$ cat src/rtl/yrm_pkg.sv
// Package for the YUV-to-RGB region mean core: widths, word types, commands.
`timescale 1ns / 1ps
package yrm_pkg;

    // Running sum width and default pixel count width
    localparam int SUM_BITS      = 30;
    localparam int COUNT_BITS_DEF = 22;
    // Iteration counter for the bit-serial divider
    localparam int STEP_BITS     = $clog2(SUM_BITS);
    // Width of the signed conversion intermediates
    localparam int ACC_BITS      = 18;
    localparam int NUM_LANES     = 3;

    // Input word: one pixel
    typedef struct packed {
        logic [7:0] luma;
        logic [7:0] chroma_u;
        logic [7:0] chroma_v;
        logic       last_pixel;
    } pix_in_t;

    // Output word: mean color of a region
    typedef struct packed {
        logic [7:0] mean_red;
        logic [7:0] mean_green;
        logic [7:0] mean_blue;
    } mean_out_t;

    // Controller to datapath commands
    typedef struct packed {
        logic pix_load;
        logic div_start;
        logic div_step;
        logic out_load;
    } yrm_cmd_t;

    // Datapath to controller status
    typedef struct packed {
        logic out_free;
    } yrm_sts_t;

endpackage

$ cat src/rtl/yrm_ctrl.sv
// Controller FSM: accumulate pixels, then sequence the per-region division.
`timescale 1ns / 1ps
module yrm_ctrl
    import yrm_pkg::*;
(
    input  logic     clk,
    input  logic     rst_n,
    input  logic     in_valid,
    output logic     in_ready,
    input  logic     in_last,
    input  yrm_sts_t sts,
    output yrm_cmd_t cmd
);

    typedef enum logic [4:0] {
        ST_ACCUM  = 5'b00001,
        ST_FLUSH  = 5'b00010,
        ST_LOAD   = 5'b00100,
        ST_DIVIDE = 5'b01000,
        ST_HOLD   = 5'b10000
    } state_t;

    state_t               state_reg, state_next;
    logic [STEP_BITS-1:0] step_reg, step_next;
    logic                 accept;

    assign in_ready = (state_reg == ST_ACCUM);
    assign accept   = in_valid & in_ready;

    // Next state and commands
    always_comb
    begin
        state_next    = state_reg;
        step_next     = step_reg;
        cmd.pix_load  = accept;
        cmd.div_start = 1'b0;
        cmd.div_step  = 1'b0;
        cmd.out_load  = 1'b0;
        case (state_reg)
            ST_ACCUM:
            begin
                if (accept && in_last)
                begin
                    state_next = ST_FLUSH;
                end
            end
            ST_FLUSH:
            begin
                // last pixel is being added to the totals
                state_next = ST_LOAD;
            end
            ST_LOAD:
            begin
                cmd.div_start = 1'b1;
                step_next     = '0;
                state_next    = ST_DIVIDE;
            end
            ST_DIVIDE:
            begin
                cmd.div_step = 1'b1;
                if (step_reg == STEP_BITS'(SUM_BITS - 1))
                begin
                    state_next = ST_HOLD;
                end
                else
                begin
                    step_next = step_reg + 1'b1;
                end
            end
            ST_HOLD:
            begin
                if (sts.out_free)
                begin
                    cmd.out_load = 1'b1;
                    state_next   = ST_ACCUM;
                end
            end
            default:
            begin
                state_next = ST_ACCUM;
            end
        endcase
    end

    // State registers
    always_ff @(posedge clk or negedge rst_n)
    begin
        if (!rst_n)
        begin
            state_reg <= ST_ACCUM;
            step_reg  <= '0;
        end
        else
        begin
            state_reg <= state_next;
            step_reg  <= step_next;
        end
    end

endmodule

$ cat src/rtl/yrm_datapath.sv
// Datapath: pixel conversion, saturating totals, bit-serial dividers, output word.
`timescale 1ns / 1ps
module yrm_datapath
    import yrm_pkg::*;
#(
    parameter int COUNT_BITS = COUNT_BITS_DEF
)
(
    input  logic      clk,
    input  logic      rst_n,
    input  pix_in_t   in_data,
    input  yrm_cmd_t  cmd,
    output yrm_sts_t  sts,
    output logic      out_valid,
    input  logic      out_ready,
    output mean_out_t out_data
);

    // Conversion intermediates
    logic signed [ACC_BITS-1:0] y_s, u_s, v_s, c_s;
    logic signed [ACC_BITS-1:0] acc_r, acc_g, acc_b;
    logic [7:0]                 byte_r, byte_g, byte_b;

    // Pixel stage
    logic                       pix_valid_reg;
    logic [7:0]                 pix_reg [NUM_LANES];

    // Totals and count
    logic [SUM_BITS-1:0]        total_reg [NUM_LANES];
    logic [COUNT_BITS-1:0]      count_reg;

    // Divider lanes
    logic [SUM_BITS-1:0]        dvd_reg [NUM_LANES];
    logic [COUNT_BITS-1:0]      rem_reg [NUM_LANES];
    logic [7:0]                 quo_reg [NUM_LANES];
    logic                       ovf_reg [NUM_LANES];
    logic [COUNT_BITS-1:0]      dsr_reg;

    logic                       out_valid_reg;
    mean_out_t                  out_data_reg;

    function automatic logic [7:0] to_byte(input logic signed [ACC_BITS-1:0] acc);
        logic [7:0] res;
        if (acc[ACC_BITS-1])
        begin
            res = 8'd0;
        end
        else if (|acc[ACC_BITS-2:14])
        begin
            res = 8'd255;
        end
        else
        begin
            res = acc[13:6];
        end
        return res;
    endfunction

    // BT.601 limited-range conversion
    always_comb
    begin
        y_s    = $signed({{(ACC_BITS-8){1'b0}}, in_data.luma}) - 18'sd16;
        u_s    = $signed({{(ACC_BITS-8){1'b0}}, in_data.chroma_u}) - 18'sd128;
        v_s    = $signed({{(ACC_BITS-8){1'b0}}, in_data.chroma_v}) - 18'sd128;
        c_s    = 18'sd74 * y_s;
        acc_r  = c_s + 18'sd102 * v_s;
        acc_g  = c_s - 18'sd25 * u_s - 18'sd52 * v_s;
        acc_b  = c_s + 18'sd129 * u_s;
        byte_r = to_byte(acc_r);
        byte_g = to_byte(acc_g);
        byte_b = to_byte(acc_b);
    end

    // Pixel stage register
    always_ff @(posedge clk or negedge rst_n)
    begin
        if (!rst_n)
        begin
            pix_valid_reg <= 1'b0;
        end
        else
        begin
            pix_valid_reg <= cmd.pix_load;
        end
    end

    always_ff @(posedge clk)
    begin
        if (cmd.pix_load)
        begin
            pix_reg[0] <= byte_r;
            pix_reg[1] <= byte_g;
            pix_reg[2] <= byte_b;
        end
    end

    // Saturating pixel count
    always_ff @(posedge clk or negedge rst_n)
    begin
        if (!rst_n)
        begin
            count_reg <= '0;
        end
        else if (cmd.div_start)
        begin
            count_reg <= '0;
        end
        else if (pix_valid_reg && (count_reg != {COUNT_BITS{1'b1}}))
        begin
            count_reg <= count_reg + 1'b1;
        end
    end

    // Divisor latch
    always_ff @(posedge clk)
    begin
        if (cmd.div_start)
        begin
            dsr_reg <= count_reg;
        end
    end

    // Per-color lanes: totals and restoring divider
    for (genvar i = 0; i < NUM_LANES; i++)
    begin : g_lane
        logic [SUM_BITS:0]     sum_wide;
        logic [COUNT_BITS:0]   trial;
        logic [COUNT_BITS:0]   diff;
        logic                  ge;

        assign sum_wide = {1'b0, total_reg[i]} + {{(SUM_BITS-7){1'b0}}, pix_reg[i]};
        assign trial    = {rem_reg[i], dvd_reg[i][SUM_BITS-1]};
        assign ge       = (trial >= {1'b0, dsr_reg});
        assign diff     = trial - {1'b0, dsr_reg};

        // Running total, saturating
        always_ff @(posedge clk or negedge rst_n)
        begin
            if (!rst_n)
            begin
                total_reg[i] <= '0;
            end
            else if (cmd.div_start)
            begin
                total_reg[i] <= '0;
            end
            else if (pix_valid_reg)
            begin
                total_reg[i] <= sum_wide[SUM_BITS] ? {SUM_BITS{1'b1}}
                                                   : sum_wide[SUM_BITS-1:0];
            end
        end

        // One quotient bit per step; quotient bits above 8 fold into overflow
        always_ff @(posedge clk)
        begin
            if (cmd.div_start)
            begin
                dvd_reg[i] <= total_reg[i];
                rem_reg[i] <= '0;
                quo_reg[i] <= '0;
                ovf_reg[i] <= 1'b0;
            end
            else if (cmd.div_step)
            begin
                dvd_reg[i] <= {dvd_reg[i][SUM_BITS-2:0], 1'b0};
                rem_reg[i] <= ge ? diff[COUNT_BITS-1:0] : trial[COUNT_BITS-1:0];
                quo_reg[i] <= {quo_reg[i][6:0], ge};
                ovf_reg[i] <= ovf_reg[i] | quo_reg[i][7];
            end
        end
    end

    // Output word register
    always_ff @(posedge clk or negedge rst_n)
    begin
        if (!rst_n)
        begin
            out_valid_reg <= 1'b0;
        end
        else if (cmd.out_load)
        begin
            out_valid_reg <= 1'b1;
        end
        else if (out_ready)
        begin
            out_valid_reg <= 1'b0;
        end
    end

    always_ff @(posedge clk)
    begin
        if (cmd.out_load)
        begin
            out_data_reg.mean_red   <= ovf_reg[0] ? 8'd255 : quo_reg[0];
            out_data_reg.mean_green <= ovf_reg[1] ? 8'd255 : quo_reg[1];
            out_data_reg.mean_blue  <= ovf_reg[2] ? 8'd255 : quo_reg[2];
        end
    end

    assign sts.out_free = !out_valid_reg || out_ready;
    assign out_valid    = out_valid_reg;
    assign out_data     = out_data_reg;

endmodule

$ cat src/rtl/yuv_to_rgb_region_mean_core.sv
// Top level: BT.601 YUV pixels in, per-region floor mean RGB word out.
// Throughput: one pixel word per cycle within a region.
// After the last pixel is accepted the mean word passes the pixel stage, the divider
// load, the bit-serial divider and the output load, which waits while the output is
// still held; input is not taken until the output load.
// Reset: rst_n clears totals, pixel count, controller and output valid.
`timescale 1ns / 1ps
module yuv_to_rgb_region_mean_core
    import yrm_pkg::*;
#(
    parameter int COUNT_BITS = COUNT_BITS_DEF
)
(
    input  logic      clk,
    input  logic      rst_n,
    input  logic      in_valid,
    output logic      in_ready,
    input  pix_in_t   in_data,
    output logic      out_valid,
    input  logic      out_ready,
    output mean_out_t out_data
);

    yrm_cmd_t cmd;
    yrm_sts_t sts;

    yrm_ctrl u_ctrl (
        .clk      (clk),
        .rst_n    (rst_n),
        .in_valid (in_valid),
        .in_ready (in_ready),
        .in_last  (in_data.last_pixel),
        .sts      (sts),
        .cmd      (cmd)
    );

    yrm_datapath #(
        .COUNT_BITS (COUNT_BITS)
    ) u_datapath (
        .clk       (clk),
        .rst_n     (rst_n),
        .in_data   (in_data),
        .cmd       (cmd),
        .sts       (sts),
        .out_valid (out_valid),
        .out_ready (out_ready),
        .out_data  (out_data)
    );

endmodule

$ cat config.mk
export PLATFORM = sky130hd
export DESIGN_NAME = yuv_to_rgb_region_mean_core
export DESIGN_NICKNAME = d
export VERILOG_FILES = /design/src/rtl/yrm_pkg.sv /design/src/rtl/yrm_ctrl.sv /design/src/rtl/yrm_datapath.sv /design/src/rtl/yuv_to_rgb_region_mean_core.sv
export SDC_FILE = /design/constraint.sdc
export NUM_CORES = 1
export LEC_CHECK = 0
export BUFFER_PORTS_ARGS = -buffer_cell sky130_fd_sc_hd__buf_4
export CAP_MARGIN = 20
export CORE_MARGIN = 2
export CORE_UTILIZATION = 62
export DETAILED_ROUTE_END_ITERATION = 12
export GPL_TIMING_DRIVEN = 0
export HOLD_SLACK_MARGIN = 0.03
export PLACE_DENSITY_LB_ADDON = 0.05
export SETUP_SLACK_MARGIN = 0.02
export SLEW_MARGIN = 20
export SYNTH_ARGS = -nofsm -noshare
export SYNTH_HDL_FRONTEND = slang
export SYNTH_HIERARCHICAL = 1
export SYNTH_SLANG_ARGS = --single-unit
$ cat constraint.sdc
create_clock -name clk -period 10.5 [get_ports clk]
set_clock_uncertainty 0.2 [all_clocks]
set_input_delay 1.05 -clock clk [delete_from_list [all_inputs] [get_ports clk]]
set_output_delay 1.05 -clock clk [all_outputs]
set_load 0.02 [all_outputs]
==> results of run 1 <==
## cells by family after synthesis
| family | after synthesis | share of synthesized area |
|---|---|---|
| simple gates | 901 | 0.159 |
| compound gates | 564 | 0.141 |
| flops | 377 | 0.393 |
| fa+ha+maj | 365 | 0.188 |
| buf+inv | 336 | 0.0483 |
| xor+xnor | 142 | 0.0457 |
| mux | 69 | 0.0255 |
## layer usage
layer  track usage  vias up  part of all wire
li1              -    10000                 -
met1         0.372    10100              0.43
met2         0.491      620              0.48
met3        0.0378      141             0.055
met4         0.107        0             0.033
met5             0        -                 0
## how the worst max path moves through the flow
stage / startpoint / slack, ns / cells after the start / endpoint
global route: in_data[21] / 1.48 / 32 / u_datapath/pix_reg[0][15]
floorplan: in_data[21] / 2.76 / 31 / u_datapath/pix_reg[0][10]
detailed placement: in_data[21] / 1.45 / 32 / u_datapath/pix_reg[0][15]
CTS: in_data[21] / 2.05 / 32 / u_datapath/pix_reg[0][15]
global placement: in_data[21] / 1.61 / 32 / u_datapath/pix_reg[0][15]
finish: in_data[21] / 1.99 / 32 / u_datapath/pix_reg[0][15]
## cells in the mapped netlist (11+ instances only)
cell / instances / area, µm²
o21ai_1: 11 / 55.1
and4_1: 14 / 123
a211oi_1: 31 / 233
nand4_1: 21 / 131
o31ai_1: 11 / 82.6
o21ai_0: 83 / 415
and2_1: 31 / 194
mux2i_1: 66 / 661
a21oi_1: 160 / 801
nor2_1: 232 / 871
nand3_1: 70 / 350
a22o_1: 30 / 263
or3_1: 23 / 144
a21o_1: 51 / 383
clkbuf_1: 60 / 225
o21a_1: 37 / 278
dfrtp_1: 123 / 3080
xnor2_1: 86 / 753
nand2b_1: 26 / 163
nand2_1: 278 / 1040
inv_1: 259 / 972
nor3_1: 66 / 330
nor2b_1: 31 / 194
a31oi_1: 23 / 144
and3_1: 31 / 194
ha_1: 292 / 3650
a311oi_1: 36 / 315
fa_1: 73 / 1460
edfxtp_1: 252 / 7570
or2_2: 36 / 225
xor2_1: 56 / 490
## placed cells by master (no fill, tap or decap), types with 70 or more instances in the layout
cell type  instances
xnor2_1           86
nand3_1           70
ha_1             292
nand2_1          278
o21ai_0           83
dfrtp_1          123
inv_1            259
nor2_1           232
a21oi_1          160
fa_1              73
edfxtp_1         252
clkbuf_1          73
## report_power, final
group,switching [mW],leakage (nW),internal (mW)
Combinational,2.39,8.68,1.71
Clock,0.596,0.686,0.905
Sequential,0.112,3.66,1.79
## stage by stage
stage / hold slack [ns] / power [mW] / worst slack, ns
detailed placement: 0.266 / 5.96 / 1.45
global route: 0.225 / 8.17 / 1.48
global placement: 0.260 / 5.81 / 1.61
CTS: 0.197 / 7.50 / 2.05
floorplan: 0.241 / 5.06 / 2.76
finish: 0.201 / 7.50 / 1.99
## layout make-up
type,count,area (µm²),area share
clock inverter,15,190,0.00636
clock buffer,61,1220,0.0407
multi-input combinational,2041,15200,0.509
timing repair buffer,61,543,0.0182
tap,585,732,0.0245
sequential,377,10700,0.357
buffer,77,342,0.0114
inverter,259,972,0.0325
==> flow_summary.toml, run 1 <==
[sta]
setup_viol = 0
fin_tns_setup_ns = 0
hold_viol = 0
slew_violations = 0
tightest_slew_ns = 1.15
fmax_mhz = 118
fin_crit_ns = 8.51
fin_crit_sh = 0.810
slew_headroom = 0.231
rsz0062_at_grt = "no"

[synth]
synth_edf_count = 252
ys_seq_elements = 377
synthFlopType = "edfxtp_1"
netlist_area_um2 = 27200
ys_async_sr_fraction = 0.329
yosysWarnings = 6
postSynthAreaPerCell_um2 = 9.88
syn_inst = 2754
syn-num-nets = 3148
yosysUniqueCellTypes = 92
ys_seq_area_frac = 0.393

[floorplan]
fp.coreArea_um2 = 43200
io_pins = 55
die_h_um = 214
row_count = 76
die_area_um2 = 45600
initial_core_util = 0.631
die_w_um = 214

[final_layout]
layout-drive-gt1-share = 0.0730
syn_to_final_growth_pct = 9.90
fillers = 3383
fin_area_um2 = 29900
final_net_count = 3253
antenna_cells = 0
utilization = 0.693
instances_no_fill = 3476

[clock_network]
cts_setup_buffers = 0
clock_tree.root_cell = "clkbuf_16"
clkSinkCount = 377
cts-resized-gates = 0
cts_tree = "built"
clk_latency_ns = 0.56
htreeDepth = 2
cts-buffers-inserted = 42
cts.clk_slew.worst_paths_ns = 0.06
cts_hold_buffers = 0
cts_buffer_depth = 3

[grt]
grt_usage = 0.286
grt_max_degree = 74
grt_antenna_before_repair = 0
overflow = 0
first_global_vias = 20800
grt_pass1_wl_mm = 103

[hold_path]
hp-class = "in2async"

[critical_path]
required_ns = 10.55
rrSetupSlack_ns = 5.91
path_buf_inv = 9
r2r-start = "u_ctrl/state_reg[1]"
critPathTopFamily = "adder cells"
slowest_delay_ns = 0.55
r2r_end = "u_datapath/rem_reg[2][19]"
slowest_stage = "xnor2_1"
crit_top_cell = "inv_1"
r2r_cells = 7
worstPathMaxFanout = 8
startpoint_type = "input port"
cp-end-kind = "flop"
crit_type = "in2reg"
cp_data_arrival_time_ns = 8.56

[routing]
wl_per_cell_um = 18.2
viasPerCell = 5.99
wirelength_mm = 63.4
drt_iter0_markers = 1525
num_vias = 20800
drc_errors = 0
first_pass_iters = 6
antenna_left = 0

[placed_design]
place_congestion = 0.908
dp_cells = 3400
dp_hpwl_mm = 46.7
placed_area_um2 = 28500
port_buffers = 54

[status]
outcome = "complete, no violations"

[power_and_ir_drop]
leakage_nw = 13.0
powerDensity_nw_per_um2 = 251
irDropWorstVdd_uv = 428

[flow_run]
cap_violations = 0
(Power assumes the default switching activity.)
==> inputs of run 2 (changes only) <==
- CORE_UTILIZATION: 62 -> 58
- clock period: 10.5 -> 7 ns (I/O delays scaled with it)
==> run 2 against run 1 <==
  * Global-route usage down 1.2 points
  * Non-clock buffer count up 26
  * First-iteration DRC count down 6.3%
  * Critical endpoint is now u_datapath/pix_reg[0][9]
  * Largest cell class unchanged
  * Highest routed layer unchanged
==> flow_summary.toml, run 2 (synthesized netlist as in run 1, its figures left out) <==
[status]
outcome = "complete, no violations"

[routing]
viasPerCell = 5.92
wirelength_mm = 65.6
num_vias = 20900
drc_errors = 0
antenna_left = 0
drt_iter0_markers = 1429
first_pass_iters = 5
wl_per_cell_um = 18.6

[placed_design]
port_buffers = 54
dp_hpwl_mm = 48.1
dp_cells = 3422
place_congestion = 0.898

[grt]
overflow = 0
grt_pass1_wl_mm = 106
grt_usage = 0.275
grt_antenna_before_repair = 0
first_global_vias = 20600
grt_max_degree = 68

[power_and_ir_drop]
powerDensity_nw_per_um2 = 403
power_mw = 12.3
leakage_nw = 13.2
irDropWorstVdd_uv = 665

[sta]
setup_viol = 0
slew_headroom = 0.240
fin_crit_sh = 0.975
tightest_slew_ns = 1.14
hold_viol = 0
slew_violations = 0
fin_tns_setup_ns = 0
fin_crit_ns = 6.83
fmax_mhz = 146

[critical_path]
cp_data_arrival_time_ns = 6.95
worstPathMaxFanout = 8
critPathLaunch = "in_data[21]"
cp-end-kind = "flop"
rrSetupSlack_ns = 2.78
required_ns = 7.12
slowest_delay_ns = 0.54
r2r_cells = 8
r2r_end = "u_datapath/rem_reg[1][9]"
crit_type = "in2reg"
startpoint_type = "input port"
slowest_stage = "fa_1"
r2r-start = "u_ctrl/state_reg[1]"

[hold_path]
hp-class = "in2reg"
min_from = "in_valid"
min_to = "u_ctrl/state_reg[1]"
whs_path_depth = 3

[clock_network]
htreeDepth = 2
clock_tree.root_cell = "clkbuf_16"
cts_tree = "built"
cts-buffers-inserted = 43
clk_latency_ns = 0.58
clkSinkCount = 377
cts.clk_slew.worst_paths_ns = 0.06
cts_buffer_depth = 3

[final_layout]
syn_to_final_growth_pct = 12.5
mostFrequentLayoutCell = "ha_1"
final_net_count = 3280
multi_input_area_um2 = 15700
layout-drive-gt1-share = 0.105
instances_no_fill = 3527
layout_common_cells = "ha_1 (278), nand2_1 (276), edfxtp_1 (252), inv_1 (246), nor2_1 (230)"
antenna_cells = 0
fillers = 3844
register_area_um2 = 10700

[floorplan]
initial_core_util = 0.586
die_w_um = 221
row_count = 79
die_area_um2 = 48700
io_pins = 55
fp.coreArea_um2 = 46500
die_h_um = 221

[flow_run]
cap_violations = 0
-- run 2: changes by cell type in the layout (fill, tap and decap cells not counted), sizes merged --
cell         change
dlygate4sd3      +1
bufinv           -1
buf             +25
inv              +1
clkinv           +7
clkinvlp         +6
clkbuf          -10
-- run 2: cell type report --
cell class              instances  share of cell area
flip-flops and latches        377               0.349
clock inverters                28             0.00850
well taps                     607              0.0248
plain buffers                  77              0.0112
multi-input cells            2041               0.512
inverters                     259              0.0321
repair buffers                 87              0.0249
clock buffers                  51              0.0374
-- run 2: worst max-delay path, delay by kind of cell --
family                     cells  cell delay (ns)
and+or+nand+nor                1             0.09
AOI/OAI and AO/OA              9             1.38
xor gates and xnor gates       3             0.55
buffers and inverters         10             0.68
adders and majority gates     10             3.53
-- run 2: routing by layer --
layer / track usage / part of all wire / vias up
met5: 0 / 0 / -
met4: 0.0969 / 0.034 / 0
met3: 0.0356 / 0.049 / 124
met2: 0.469 / 0.48 / 561
met1: 0.359 / 0.44 / 10100
li1: - / - / 10100
-- run 2: how the worst max path moves through the flow --
| stage | slack [ns] | endpoint |
|---|---|---|
| after global routing | -0.06 | u_datapath/pix_reg[0][15] |
| after detailed placement | -1.11 | u_datapath/pix_reg[0][10] |
| after CTS | 0.02 | u_datapath/pix_reg[0][10] |
| after floorplan | 0.02 | u_datapath/pix_reg[0][11] |
| final | 0.17 | u_datapath/pix_reg[0][9] |
| after global placement | -1.02 | u_datapath/pix_reg[0][10] |
-- run 2: where the power goes --
part	total [mW]	switching [mW]	internal, mW	leakage (nW)
Combinational	7.24	3.97	3.27	8.89
Clock	2.23	0.938	1.29	0.684
Sequential	2.86	0.178	2.68	3.66
-- run 2: per-stage QoR --
| stage | utilization | hold WS (ns) | setup WS (ns) | cell area [µm²] |
|---|---|---|---|---|
| after global placement | 0.614 | 0.268 | -1.02 | 28500 |
| after detailed placement | 0.617 | 0.280 | -1.11 | 28700 |
| final | 0.659 | 0.197 | 0.173 | 30600 |
| after CTS | 0.651 | 0.168 | 0.0226 | 30200 |
| after global routing | 0.659 | 0.208 | -0.0591 | 30600 |
| after floorplan | - | 0.204 | 0.0203 | 27400 |
-- run 2: what timing repair did --
action                                 in CTS  in global routing
hold buffers                                1                  0
resized for setup                          15                 50
endpoints found under the hold margin      56                  0
pin swaps                                   6                 33
buffers inserted                            6                 19
setup endpoints to repair                   8                 16
